<file path="config.mk">
export PLATFORM = sky130hd
export DESIGN_NAME = orderable_timestamp_codec_flat
export DESIGN_NICKNAME = d
export VERILOG_FILES = /design/src/hdl/otc_pkg.sv /design/src/hdl/otc_if.sv /design/src/hdl/orderable_timestamp_codec.sv /design/src/flat_wrapper.sv
export VERILOG_INCLUDE_DIRS = /design/src /design/src/hdl
export SDC_FILE = /design/constraint.sdc
export NUM_CORES = 1
export LEC_CHECK = 0
export ABC_AREA = 1
export BUFFER_PORTS_ARGS = -buffer_cell sky130_fd_sc_hd__buf_2
export CAP_MARGIN = 0
export CORE_MARGIN = 2
export CORE_UTILIZATION = 35
export DETAILED_ROUTE_END_ITERATION = 8
export SLEW_MARGIN = 40
export SYNTH_ARGS = -nofsm -noshare
export SYNTH_HDL_FRONTEND = slang
export SYNTH_SLANG_ARGS = --single-unit
</file>
<file path="constraint.sdc">
create_clock -name clk -period 5.8 [get_ports clk]
set_input_delay 1.74 -clock clk [delete_from_list [all_inputs] [get_ports clk]]
set_output_delay 1.74 -clock clk [all_outputs]
set_load 0.02 [all_outputs]
</file>
<file path="src/hdl/orderable_timestamp_codec_macros.svh">
// Assertion macros shared by the orderable timestamp codec RTL.
`ifndef ORDERABLE_TIMESTAMP_CODEC_MACROS_SVH
`define ORDERABLE_TIMESTAMP_CODEC_MACROS_SVH

// The consequent must hold in the same cycle as the antecedent.
`define OTC_ASSERT_SAME(label, clk, rst_n, ante, cons) \
	label: assert property (@(posedge clk) disable iff (!rst_n) (ante) |-> (cons)) \
		else $error("orderable_timestamp_codec: same-cycle check failed");

// The consequent must hold in the cycle after the antecedent.
`define OTC_ASSERT_NEXT(label, clk, rst_n, ante, cons) \
	label: assert property (@(posedge clk) disable iff (!rst_n) (ante) |=> (cons)) \
		else $error("orderable_timestamp_codec: next-cycle check failed");

`endif

</file>
<file path="src/hdl/otc_pkg.sv">
// Package with the constants of the orderable timestamp codec.
package otc_pkg;

	localparam logic        OP_ENCODE       = 1'b0;
	localparam logic        OP_DECODE       = 1'b1;

	localparam logic [15:0] BASE_YEAR_RESET = 16'd2018;
	localparam logic [1:0]  INDICATOR       = 2'b10;
	localparam logic [3:0]  OFFSET_MAX      = 4'd15;
	localparam logic [5:0]  STEP_CAP        = 6'd32;
	localparam logic [5:0]  BIG_SHIFT       = 6'd8;
	localparam logic [5:0]  HALF_SHIFT      = 6'd16;
	localparam logic [5:0]  SMALL_BASE      = 6'd14;
	localparam logic [15:0] TOP_HALF_ONES   = 16'hffff;
	localparam logic [7:0]  PREFIX_ONES     = 8'hff;

endpackage

</file>
<file path="src/hdl/otc_if.sv">
// Channel interfaces of the orderable timestamp codec.
interface otc_cmd_if;
	logic        valid;
	logic        ready;
	logic        op;
	logic [15:0] year_in;
	logic [3:0]  month_in;
	logic [4:0]  day_in;
	logic [4:0]  hour_in;
	logic [5:0]  minute_in;
	logic [5:0]  second_in;
	logic [31:0] code_in;

	modport source (output valid, op, year_in, month_in, day_in, hour_in, minute_in,
		second_in, code_in, input ready);
	modport sink (input valid, op, year_in, month_in, day_in, hour_in, minute_in,
		second_in, code_in, output ready);
endinterface

interface otc_res_if;
	logic        valid;
	logic        ready;
	logic [31:0] code_out;
	logic [15:0] year_out;
	logic [3:0]  month_out;
	logic [4:0]  day_out;
	logic [4:0]  hour_out;
	logic [5:0]  minute_out;
	logic [5:0]  second_out;
	logic        out_of_range;

	modport source (output valid, code_out, year_out, month_out, day_out, hour_out,
		minute_out, second_out, out_of_range, input ready);
	modport sink (input valid, code_out, year_out, month_out, day_out, hour_out,
		minute_out, second_out, out_of_range, output ready);
endinterface

interface otc_cfg_if;
	logic        valid;
	logic        ready;
	logic [15:0] base_year;

	modport source (output valid, base_year, input ready);
	modport sink (input valid, base_year, output ready);
endinterface

</file>
<file path="src/hdl/orderable_timestamp_codec.sv">
// Top level of the orderable timestamp codec.
// The codec turns calendar fields into a 32-bit code whose unsigned order follows time,
// and turns such a code back into fields. It is a three-stage pipeline: the first stage
// packs the fields or scans the code and works out the shift, the second applies it in
// one barrel shifter, and the third computes the decoded year and holds the result beat.
// Each stage has its own valid bit and stalls only when the stage after it is full, so
// one beat is taken per cycle while res.ready is high; results leave stage three.
// The base year register is written over the configuration channel, which is always
// ready; it must only be written while no command is in flight.
`include "orderable_timestamp_codec_macros.svh"

module orderable_timestamp_codec (
	input logic   clk,
	input logic   arst_n,
	otc_cmd_if.sink   cmd,
	otc_res_if.source res,
	otc_cfg_if.sink   cfg
);

	logic [15:0] base_year_q;

	logic        en1, en2, en3;

	logic        v_s1, op_s1, flag_s1;
	logic [31:0] word_s1;
	logic [5:0]  shamt_s1, n_s1;

	logic        v_s2, op_s2, flag_s2;
	logic [31:0] word_s2;
	logic [5:0]  n_s2;

	logic        v_s3, op_s3, flag_s3;
	logic [31:0] code_s3;
	logic [15:0] year_s3;
	logic [3:0]  month_s3;
	logic [4:0]  day_s3, hour_s3;
	logic [5:0]  minute_s3, second_s3;

	logic [16:0] diff;
	logic [12:0] steps_full;
	logic [5:0]  steps;
	logic        too_late;
	logic [3:0]  offset;
	logic [31:0] enc_word;
	logic [5:0]  enc_shamt;
	logic        top_ones, found_zero;
	logic [3:0]  zero_pos;
	logic [5:0]  dec_shamt, dec_n;
	logic        dec_flag;

	logic signed [31:0] enc_signed;
	logic [31:0] shifted;
	logic signed [17:0] year_sum;
	logic [15:0] year_clamped;
	logic        year_flag;

	assign en3 = !v_s3 || res.ready;
	assign en2 = !v_s2 || en3;
	assign en1 = !v_s1 || en2;
	assign cmd.ready = en1;
	assign cfg.ready = 1'b1;

	always_ff @(posedge clk or negedge arst_n) begin
		if (!arst_n) begin
			base_year_q <= otc_pkg::BASE_YEAR_RESET;
		end else if (cfg.valid) begin
			base_year_q <= cfg.base_year;
		end
	end

	// Stage one: pack the encode word and count its steps, or scan the decode code.
	always_comb begin
		diff       = {1'b0, cmd.year_in} - {1'b0, base_year_q};
		too_late   = !diff[16] && (diff[15:4] != 12'd0);
		steps_full = diff[16] ? (13'd0 - diff[16:4]) : 13'd0;
		steps      = (steps_full > 13'(otc_pkg::STEP_CAP)) ? otc_pkg::STEP_CAP
			: steps_full[5:0];
		offset     = too_late ? otc_pkg::OFFSET_MAX : diff[3:0];
		enc_word   = {otc_pkg::INDICATOR, offset, cmd.month_in, cmd.day_in, cmd.hour_in,
			cmd.minute_in, cmd.second_in};
		unique case (steps)
			6'd0:    enc_shamt = 6'd0;
			6'd1:    enc_shamt = otc_pkg::BIG_SHIFT;
			6'd2:    enc_shamt = otc_pkg::HALF_SHIFT;
			default: enc_shamt = steps + otc_pkg::SMALL_BASE;
		endcase

		// The highest zero with a one directly above it marks where the single-bit
		// steps stop.
		top_ones   = cmd.code_in[31:16] == otc_pkg::TOP_HALF_ONES;
		found_zero = 1'b0;
		zero_pos   = 4'd0;
		for (int i = 0; i < 15; i++) begin
			if (!cmd.code_in[i] && cmd.code_in[i + 1]) begin
				found_zero = 1'b1;
				zero_pos   = 4'(i);
			end
		end
		dec_flag = 1'b0;
		priority if (top_ones && found_zero && cmd.code_in[15]) begin
			dec_shamt = 6'd30 - {2'b00, zero_pos};
			dec_n     = 6'd16 - {2'b00, zero_pos};
		end else if (top_ones && found_zero && (zero_pos >= 4'd6)) begin
			dec_shamt = 6'd22 - {2'b00, zero_pos};
			dec_n     = 6'd15 - {2'b00, zero_pos};
		end else if (top_ones && found_zero) begin
			dec_shamt = 6'd14 - {2'b00, zero_pos};
			dec_n     = 6'd14 - {2'b00, zero_pos};
		end else if (top_ones) begin
			dec_shamt = otc_pkg::STEP_CAP;
			dec_n     = otc_pkg::STEP_CAP;
			dec_flag  = 1'b1;
		end else if (cmd.code_in[31:24] == otc_pkg::PREFIX_ONES) begin
			dec_shamt = otc_pkg::BIG_SHIFT;
			dec_n     = 6'd1;
		end else begin
			dec_shamt = 6'd0;
			dec_n     = 6'd0;
		end
	end

	// Stage two: encode shifts right with ones in, decode shifts left with ones in.
	always_comb begin
		enc_signed = $signed(word_s1);
		if (op_s1 == otc_pkg::OP_DECODE) begin
			shifted = ~((~word_s1) << shamt_s1);
		end else begin
			shifted = 32'(enc_signed >>> shamt_s1);
		end
	end

	// Stage three: rebuild the year from the base, the step count and the offset.
	always_comb begin
		year_sum = $signed({2'b00, base_year_q}) - $signed({8'd0, n_s2, 4'd0})
			+ $signed({14'd0, word_s2[29:26]});
		year_flag = 1'b0;
		priority if (year_sum[17]) begin
			year_clamped = 16'd0;
			year_flag    = 1'b1;
		end else if (year_sum[16]) begin
			year_clamped = 16'hffff;
			year_flag    = 1'b1;
		end else begin
			year_clamped = year_sum[15:0];
		end
	end

	always_ff @(posedge clk or negedge arst_n) begin
		if (!arst_n) begin
			v_s1 <= 1'b0;
			v_s2 <= 1'b0;
			v_s3 <= 1'b0;
		end else begin
			if (en1) begin
				v_s1 <= cmd.valid;
			end
			if (en2) begin
				v_s2 <= v_s1;
			end
			if (en3) begin
				v_s3 <= v_s2;
			end
		end
	end

	always_ff @(posedge clk) begin
		if (en1 && cmd.valid) begin
			op_s1 <= cmd.op;
			if (cmd.op == otc_pkg::OP_DECODE) begin
				word_s1  <= cmd.code_in;
				shamt_s1 <= dec_shamt;
				n_s1     <= dec_n;
				flag_s1  <= dec_flag;
			end else begin
				word_s1  <= enc_word;
				shamt_s1 <= enc_shamt;
				n_s1     <= steps;
				flag_s1  <= too_late;
			end
		end
		if (en2 && v_s1) begin
			op_s2   <= op_s1;
			word_s2 <= shifted;
			n_s2    <= n_s1;
			flag_s2 <= flag_s1;
		end
		if (en3 && v_s2) begin
			op_s3 <= op_s2;
			if (op_s2 == otc_pkg::OP_DECODE) begin
				code_s3   <= 32'd0;
				year_s3   <= year_clamped;
				month_s3  <= word_s2[25:22];
				day_s3    <= word_s2[21:17];
				hour_s3   <= word_s2[16:12];
				minute_s3 <= word_s2[11:6];
				second_s3 <= word_s2[5:0];
				flag_s3   <= flag_s2 || year_flag;
			end else begin
				code_s3   <= word_s2;
				year_s3   <= 16'd0;
				month_s3  <= 4'd0;
				day_s3    <= 5'd0;
				hour_s3   <= 5'd0;
				minute_s3 <= 6'd0;
				second_s3 <= 6'd0;
				flag_s3   <= flag_s2;
			end
		end
	end

	assign res.valid        = v_s3;
	assign res.code_out     = code_s3;
	assign res.year_out     = year_s3;
	assign res.month_out    = month_s3;
	assign res.day_out      = day_s3;
	assign res.hour_out     = hour_s3;
	assign res.minute_out   = minute_s3;
	assign res.second_out   = second_s3;
	assign res.out_of_range = flag_s3;

	`OTC_ASSERT_NEXT(a_accept_fills_s1, clk, arst_n, cmd.valid && cmd.ready, v_s1)
	`OTC_ASSERT_NEXT(a_s1_moves_on, clk, arst_n, v_s1 && en2, v_s2)
	`OTC_ASSERT_SAME(a_encode_top_bit, clk, arst_n, v_s3 && (op_s3 == otc_pkg::OP_ENCODE), code_s3[31])
	`OTC_ASSERT_SAME(a_decode_cap_flags, clk, arst_n, v_s2 && (op_s2 == otc_pkg::OP_DECODE) && (n_s2 == otc_pkg::STEP_CAP), flag_s2)

endmodule

</file>
<file path="src/flat_wrapper.sv">
// flat-port wrapper written by rule: the top's interface ports become plain ports
module orderable_timestamp_codec_flat 
  (clk, arst_n, cmd_valid, cmd_op, cmd_year_in, cmd_month_in, cmd_day_in, cmd_hour_in, cmd_minute_in, cmd_second_in, cmd_code_in, cmd_ready, res_valid, res_code_out, res_year_out, res_month_out, res_day_out, res_hour_out, res_minute_out, res_second_out, res_out_of_range, res_ready, cfg_valid, cfg_base_year, cfg_ready);
  otc_cmd_if cmd_i ();
  otc_res_if res_i ();
  otc_cfg_if cfg_i ();
  input logic clk;
  input logic arst_n;
  input wire logic [$bits(cmd_i.valid)-1:0] cmd_valid;
  input wire logic [$bits(cmd_i.op)-1:0] cmd_op;
  input wire logic [$bits(cmd_i.year_in)-1:0] cmd_year_in;
  input wire logic [$bits(cmd_i.month_in)-1:0] cmd_month_in;
  input wire logic [$bits(cmd_i.day_in)-1:0] cmd_day_in;
  input wire logic [$bits(cmd_i.hour_in)-1:0] cmd_hour_in;
  input wire logic [$bits(cmd_i.minute_in)-1:0] cmd_minute_in;
  input wire logic [$bits(cmd_i.second_in)-1:0] cmd_second_in;
  input wire logic [$bits(cmd_i.code_in)-1:0] cmd_code_in;
  output wire logic [$bits(cmd_i.ready)-1:0] cmd_ready;
  output wire logic [$bits(res_i.valid)-1:0] res_valid;
  output wire logic [$bits(res_i.code_out)-1:0] res_code_out;
  output wire logic [$bits(res_i.year_out)-1:0] res_year_out;
  output wire logic [$bits(res_i.month_out)-1:0] res_month_out;
  output wire logic [$bits(res_i.day_out)-1:0] res_day_out;
  output wire logic [$bits(res_i.hour_out)-1:0] res_hour_out;
  output wire logic [$bits(res_i.minute_out)-1:0] res_minute_out;
  output wire logic [$bits(res_i.second_out)-1:0] res_second_out;
  output wire logic [$bits(res_i.out_of_range)-1:0] res_out_of_range;
  input wire logic [$bits(res_i.ready)-1:0] res_ready;
  input wire logic [$bits(cfg_i.valid)-1:0] cfg_valid;
  input wire logic [$bits(cfg_i.base_year)-1:0] cfg_base_year;
  output wire logic [$bits(cfg_i.ready)-1:0] cfg_ready;
  assign cmd_i.valid = cmd_valid;
  assign cmd_i.op = cmd_op;
  assign cmd_i.year_in = cmd_year_in;
  assign cmd_i.month_in = cmd_month_in;
  assign cmd_i.day_in = cmd_day_in;
  assign cmd_i.hour_in = cmd_hour_in;
  assign cmd_i.minute_in = cmd_minute_in;
  assign cmd_i.second_in = cmd_second_in;
  assign cmd_i.code_in = cmd_code_in;
  assign cmd_ready = cmd_i.ready;
  assign res_valid = res_i.valid;
  assign res_code_out = res_i.code_out;
  assign res_year_out = res_i.year_out;
  assign res_month_out = res_i.month_out;
  assign res_day_out = res_i.day_out;
  assign res_hour_out = res_i.hour_out;
  assign res_minute_out = res_i.minute_out;
  assign res_second_out = res_i.second_out;
  assign res_out_of_range = res_i.out_of_range;
  assign res_i.ready = res_ready;
  assign cfg_i.valid = cfg_valid;
  assign cfg_i.base_year = cfg_base_year;
  assign cfg_ready = cfg_i.ready;
  orderable_timestamp_codec u_core (.clk(clk), .arst_n(arst_n), .cmd(cmd_i), .res(res_i), .cfg(cfg_i));
endmodule
</file>
==> impl_metrics.yaml, run 1 <==
floorplan:
  io_pins: 174
  design.core.area_sq_mm: 0.0368
  die_w_um: 198
  dieHeight_um: 198
  initial_core_util_pct: 35.7
  rows: 70
  die_area_sq_mm: 0.0390
timing:
  finalMaxSlewViolations: 0
  worst_pin_slew_ps: 776
  setup_viol: 0
  final.setup.tns_ps: 0
  layout_min_cycle_time_ps: 4850
  slew_headroom_pct: 48.2
  clock_skew_ps: 19.7
  finalCritPeriodShare_pct: 83.6
  fmax_mhz: 206
  rsz0062_at_grt: "no"
  hold_viol: 0
power_and_ir_drop:
  leakage_uw: 0.00724
  vdd_drop_max_mv: 0.220
  total_power_uw: 4870
  p_per_area_mw_per_mm2: 324
clock_network:
  cts_buffer_depth: 2
  cts_sinks: 180
  cts_buffers: 17
  cts-resized-gates: 0
  cts_max_level: 4
  holdBufCountCts: 0
  cts_tree: "built"
  clock_latency_ps: 460
  post_cts_buffers: 0
  path_clk_slew_ps: 70
  cts_root_buf: "clkbuf_16"
synth:
  synth_edf_count: 161
  synth_cells: 1809
  avgSynthCellArea_sq_um: 7.25
  synthFlopType: "edfxtp_1"
  synth.distinct_cells: 56
  synth_warnings: 0
  ys_seq_area_share_pct: 40.5
  synth_fp_nets: 1939
  async_flop_share_pct: 10.6
  netlist_area_sq_mm: 0.0131
  ys_ff_latch: 180
min_path:
  hp-start: "u_core.n_s1[0]"
  holdCritPathClass: "reg2reg"
run_status:
  outcome: "completed"
grt:
  grt.total_usage_pct: 19.3
  grt_pass1_wl_mm: 59.4
  gr-total-overflow: 0
  grt_pass1_vias: 11100
  antenna_found_initial: 0
  grt_max_degree: 71
worst_setup_path:
  cp.required_ps: 6000
  critPathLaunch: "cmd_year_in[0]"
  endpoint_kind: "flop"
  crit_path_start_kind: "input pin"
  worstSetupPathType: "in2reg"
  cp.arrival_ps: 5050
  cp_max_fo: 6
  r2r_start: "u_core.base_year_q[0]"
drt:
  dr.pass1.iters: 5
  drc: 0
  viasPerCell: 4.99
  wl_per_cell_um: 15.4
  vias: 12100
  wirelength_mm: 37.3
  drt_iter0_markers: 1122
  detail-route-antenna-nets: 0
cells_and_area:
  fin_area_sq_mm: 0.0150
  layout-drive-gt1-share_pct: 15.8
  final_common_cell: "nand2_1"
  area_delta_synth_final_pct: 14.5
  final_cell_mix: "nand2_1 (541), inv_1 (278), o21ai_0 (187)"
  n_antenna_cell: 0
  fin_util_pct: 40.8
  nNetsFinal: 2066
placement:
  place_area_sq_mm: 0.0144
  routabilityCongestion: 0.930
  hpwl_mm: 29.2
  port_buffers: 172
flow_run:
  maxCapViolations: 0
## final timing paths
check                                        end  slack, ps  depth (start not counted)
max                           u_core.shamt_s1[3]        950                         27
min                               u_core.n_s2[0]        430                          0
max reg2reg                   u_core.shamt_s1[3]       1840                         25
min reg2reg                       u_core.n_s2[0]        430                          0
max in group asynchronous  u_core.base_year_q[7]       4260                          1
min in group asynchronous  u_core.base_year_q[0]       1210                          1
## stage by stage
stage	cells	hold slack, ps	setup WS [ps]
final	2417	425	951
after global routing	2417	436	608
after CTS	2417	428	998
after detailed placement	2385	411	525
after global placement	2383	412	550
after floorplan	1809	400	948
## report_power, final
group          switching, uW  internal, uW  total [uW]
clock network            592           629        1220
logic                   1260           541        1810
registers                100          1740        1840
## synthesized netlist by cell type (4+ instances only)
| library cell | n | area [sq um] |
|---|---|---|
| nor2_1 | 127 | 477 |
| dfstp_2 | 7 | 184 |
| a21oi_2 | 13 | 114 |
| a32o_1 | 6 | 60.1 |
| buf_1 | 10 | 37.5 |
| nand4_1 | 16 | 100 |
| nand3b_1 | 5 | 37.5 |
| nor2_2 | 8 | 50.1 |
| o22ai_1 | 5 | 31.3 |
| xnor2_1 | 9 | 78.8 |
| nor3_1 | 4 | 20.0 |
| o31ai_1 | 5 | 37.5 |
| o21ai_0 | 187 | 936 |
| a21oi_1 | 102 | 510 |
| ha_1 | 31 | 388 |
| nand3_2 | 13 | 130 |
| xor2_1 | 17 | 149 |
| inv_1 | 279 | 1050 |
| edfxtp_1 | 161 | 4830 |
| o211ai_1 | 22 | 165 |
| mux2i_1 | 13 | 130 |
| nor2_4 | 8 | 90.1 |
| dfrtp_1 | 12 | 300 |
| nand2_1 | 541 | 2030 |
| nand3_1 | 78 | 390 |
| clkbuf_1 | 63 | 236 |
| nand2_2 | 18 | 113 |
## per-layer routing
| metal | track usage, % | wire (um) | part of all wire (%) |
|---|---|---|---|
| met1 | 28.8 | 18500 | 49 |
| met2 | 29.2 | 15900 | 42 |
| met3 | 2.66 | 2500 | 6.7 |
| met4 | 4.68 | 495 | 1.3 |
| met5 | 0 | 0 | 0 |
## registers in the layout, indices dropped and copies added, names as in the netlist, 4 cells and up
signal                 count
u_core.enc_signed         32
u_core.res.code_out       32
u_core.word_s2            32
u_core.base_year_q        16
u_core.res.year_out       16
u_core.n_s1                6
u_core.n_s2                6
u_core.res.minute_out      6
u_core.res.second_out      6
u_core.shamt_s1            6
u_core.res.day_out         5
u_core.res.hour_out        5
u_core.res.month_out       4
## worst max-delay path, cell delays in order
cell	delay, ps
buf_2	80
inv_1	30
ha_1	210
fa_1	400
inv_1	120
nand2_1	60
nand2_1	130
nand3_1	100
nand2_2	160
ha_1	190
inv_1	60
nor2_1	190
nand3_2	180
nor2_4	150
nand2_1	60
nand2_1	50
nand2_1	60
inv_1	50
nand2_1	80
nor2_4	150
nand2_2	90
nor2_1	110
inv_1	60
ha_1	210
xor2_1	160
nand3_1	80
nand2_1	60
## kinds of logic (layout without fill, tap and decap cells)
kind of cell / after synthesis / in the layout / synth area share (%)
AND/OR/NAND/NOR: 826 / 826 / 26.7
buffers and inverters: 364 / 504 / 10.6
AO/OA/AOI/OAI: 363 / 363 / 15.6
flip-flops: 180 / 180 / 40.5
adder cells (fa/ha/maj): 34 / 34 / 3.41
XOR/XNOR: 27 / 27 / 1.95
multiplexers: 14 / 14 / 1.08
other: 1 / 1 / 0.0286
## area by class of cell
type / instances / area, sq um
Tap cell: 468 / 586
Clock buffer: 17 / 425
Timing Repair Buffer: 187 / 997
Fill cell: 3819 / 21800
Inverter: 285 / 1070
Clock inverter: 15 / 198
Sequential cell: 180 / 5320
Multi-Input combinational cell: 1265 / 6430
No activity file was read; power rests on OpenSTA's default activity.
==> run 2: changes to the inputs <==
- clock period: 5.8 -> 4.1 ns (I/O delays scaled with it)
==> run 2 against run 1 <==
  * Non-clock buffer count is 76 higher
  * Register-to-register slack worse by 1400 ps
  * Die area did not move
  * Sequential power rose by 42%
  * Via count is 2.1% higher
  * First-iteration DRC count fell by 2.7%
  * Combinational power up 52%
  * Hold slack improved by 3.9 ps
  * Sequential share of layout area is 1.3 points lower
  * Clock skew up 5.9 ps
  * Flip-flop and latch count unchanged
  * Largest cell class unchanged
  * Largest power group is now combinational logic
==> impl_metrics.yaml, run 2 (synthesis gave the netlist of run 1 again) <==
run_status:
  outcome: "completed"
clock_network:
  cts_buffers: 17
  cts_sinks: 180
  cts_root_buf: "clkbuf_16"
  path_clk_slew_ps: 70
  cts_buffer_depth: 2
  cts_tree: "built"
  cts_max_level: 4
  clock_latency_ps: 440
power_and_ir_drop:
  leakage_uw: 0.00757
  p_switching_uw: 2790
  pwr-share-seq_pct: 37.6
  vdd_drop_max_mv: 0.280
  internal_power_uw: 4180
  clock_power_share_pct: 23.0
  p_per_area_mw_per_mm2: 447
  sw_frac_of_total_pct: 40.0
  combPwrFrac_pct: 39.5
placement:
  port_buffers: 172
  place_area_sq_mm: 0.0150
  hpwl_mm: 30.2
  routabilityCongestion: 0.938
worst_setup_path:
  worstSetupPathType: "in2reg"
  cp.arrival_ps: 4020
  max_stage_delay_ps: 400
  endpoint_kind: "flop"
  slowest_stage: "fa_2"
  crit_path_start_kind: "input pin"
  cpMostUsedCell: "nand2_1"
  path_delay_family: "simple AND/OR/NAND/NOR gates"
  worst-path-buf-inv: 5
  cp.required_ps: 4290
  cp_max_fo: 4
cells_and_area:
  n_antenna_cell: 0
  area_delta_synth_final_pct: 18.9
  final_cell_mix: "nand2_1 (535), inv_1 (276), o21ai_0 (186)"
  multi_input_area_sq_mm: 0.00649
  nNetsFinal: 2142
  final_common_cell: "nand2_1"
  layout-drive-gt1-share_pct: 19.7
  fin_area_sq_mm: 0.0156
  n_fill_cell: 3783
  regArea_sq_mm: 0.00532
grt:
  top_usage_layer: "met2"
  met2_usage_pct: 30.8
  grt.total_usage_pct: 20.0
  gr-total-overflow: 0
  grt_max_degree: 76
  grt_pass1_vias: 11400
  grt_use_met3_pct: 2.63
  antenna_found_initial: 0
  met1_usage_pct: 29.6
  grt_pass1_wl_mm: 61.3
timing:
  whs_ps: 429
  hold_viol: 0
  setup_viol: 0
  layout_min_cycle_time_ps: 3830
  worst_pin_slew_ps: 848
  final.setup.tns_ps: 0
  fmax_mhz: 261
  slew_headroom_pct: 43.5
  finalCritPeriodShare_pct: 93.5
  rsz0062_at_grt: "yes"
  clock_skew_ps: 25.6
  finalMaxSlewViolations: 0
drt:
  dr.pass1.iters: 5
  wl_per_cell_um: 15.5
  detail-route-antenna-nets: 0
  viasPerCell: 4.94
  drc: 0
  vias: 12300
  drt_iter0_markers: 1092
  wirelength_mm: 38.5
floorplan:
  rows: 70
  initial_core_util_pct: 35.7
  die_area_sq_mm: 0.0390
  design.core.area_sq_mm: 0.0368
  io_pins: 174
  die_w_um: 198
  dieHeight_um: 198
flow_run:
  maxCapViolations: 0
min_path:
  holdCritPathClass: "reg2reg"
run 2: cell count changes in the layout (fill, tap and decap cells not counted), sizes merged:
cell	delta
clkbuf	+1
inv	-4
buf	+76
clkinv	+2
clkinvlp	+2
bufinv	-1
run 2: stage by stage:
stage / total power [uW] / utilization [%] / cells / worst slack (ps)
final: 6970 / 42.4 / 2493 / 267
after global routing: 7440 / 42.4 / 2493 / -3.26
after CTS: 6990 / 42.2 / 2490 / 271
after detailed placement: 5370 / 40.7 / 2458 / -200
after global placement: 5350 / 40.6 / 2458 / -148
after floorplan: 4420 / - / 1809 / 2.89
run 2: worst register-to-register path, cell delays in order (launching register included):
cell     delay, ps
dfstp_2        610
inv_1          180
ha_1           330
nand2_1        100
nand2_1         80
buf_4          140
nand3_2         70
nand2_1        110
nand2_1         80
nand2_1        110
nor2_4         180
nand3_4        120
buf_4          150
buf_4          110
inv_1           70
nand3_1         70
nand3_1        110
nand2_1         60
nor2_1         120
nand2_2         80
nor2_4         120
nand3_2        120
nand2_2        110
inv_2           30
nand2_1         40
nand2_1         50
run 2: power by group through the flow:
stage | clock network (uW) | registers [uW] | logic, uW
5_1_grt | 1710 | 2660 | 3070
6_report | 1600 | 2620 | 2750
3_3_place_gp | 0 | 2660 | 2690
2_1_floorplan | 0 | 2870 | 1560
4_1_cts | 1640 | 2630 | 2720
3_5_place_dp | 0 | 2670 | 2710
run 2: final cells by class:
type / instances / area share, %
Clock buffer: 18 / 2.75
Clock inverter: 14 / 0.922
Inverter: 285 / 6.86
Multi-Input combinational cell: 1265 / 41.6
Sequential cell: 180 / 34.1
Tap cell: 468 / 3.75
Timing Repair Buffer: 263 / 10.0
run 2: final timing paths:
path                                       start                endpoint  slack, ps  cells past startpoint
setup / recovery                  cmd_year_in[0]      u_core.shamt_s1[3]        270                     27
hold / removal                    u_core.n_s1[0]          u_core.n_s2[0]        430                      0
setup reg to reg           u_core.base_year_q[1]      u_core.shamt_s1[4]        470                     25
hold reg to reg                   u_core.n_s1[0]          u_core.n_s2[0]        430                      0
max in group asynchronous                 arst_n   u_core.base_year_q[9]       3040                      1
min in group asynchronous                 arst_n  u_core.base_year_q[14]        720                      1
run 2: what timing repair did:
action / in CTS / in global routing
buffers inserted: 0 / 3
setup endpoints to repair: 0 / 4
gates resized for setup: 0 / 16
hold buffers: 0 / 0
run 2: per-layer routing:
layer,up-vias,wire (um)
li1,6279,-
met1,5602,18900
met2,388,16700
met3,40,2260
met4,0,705
met5,-,0
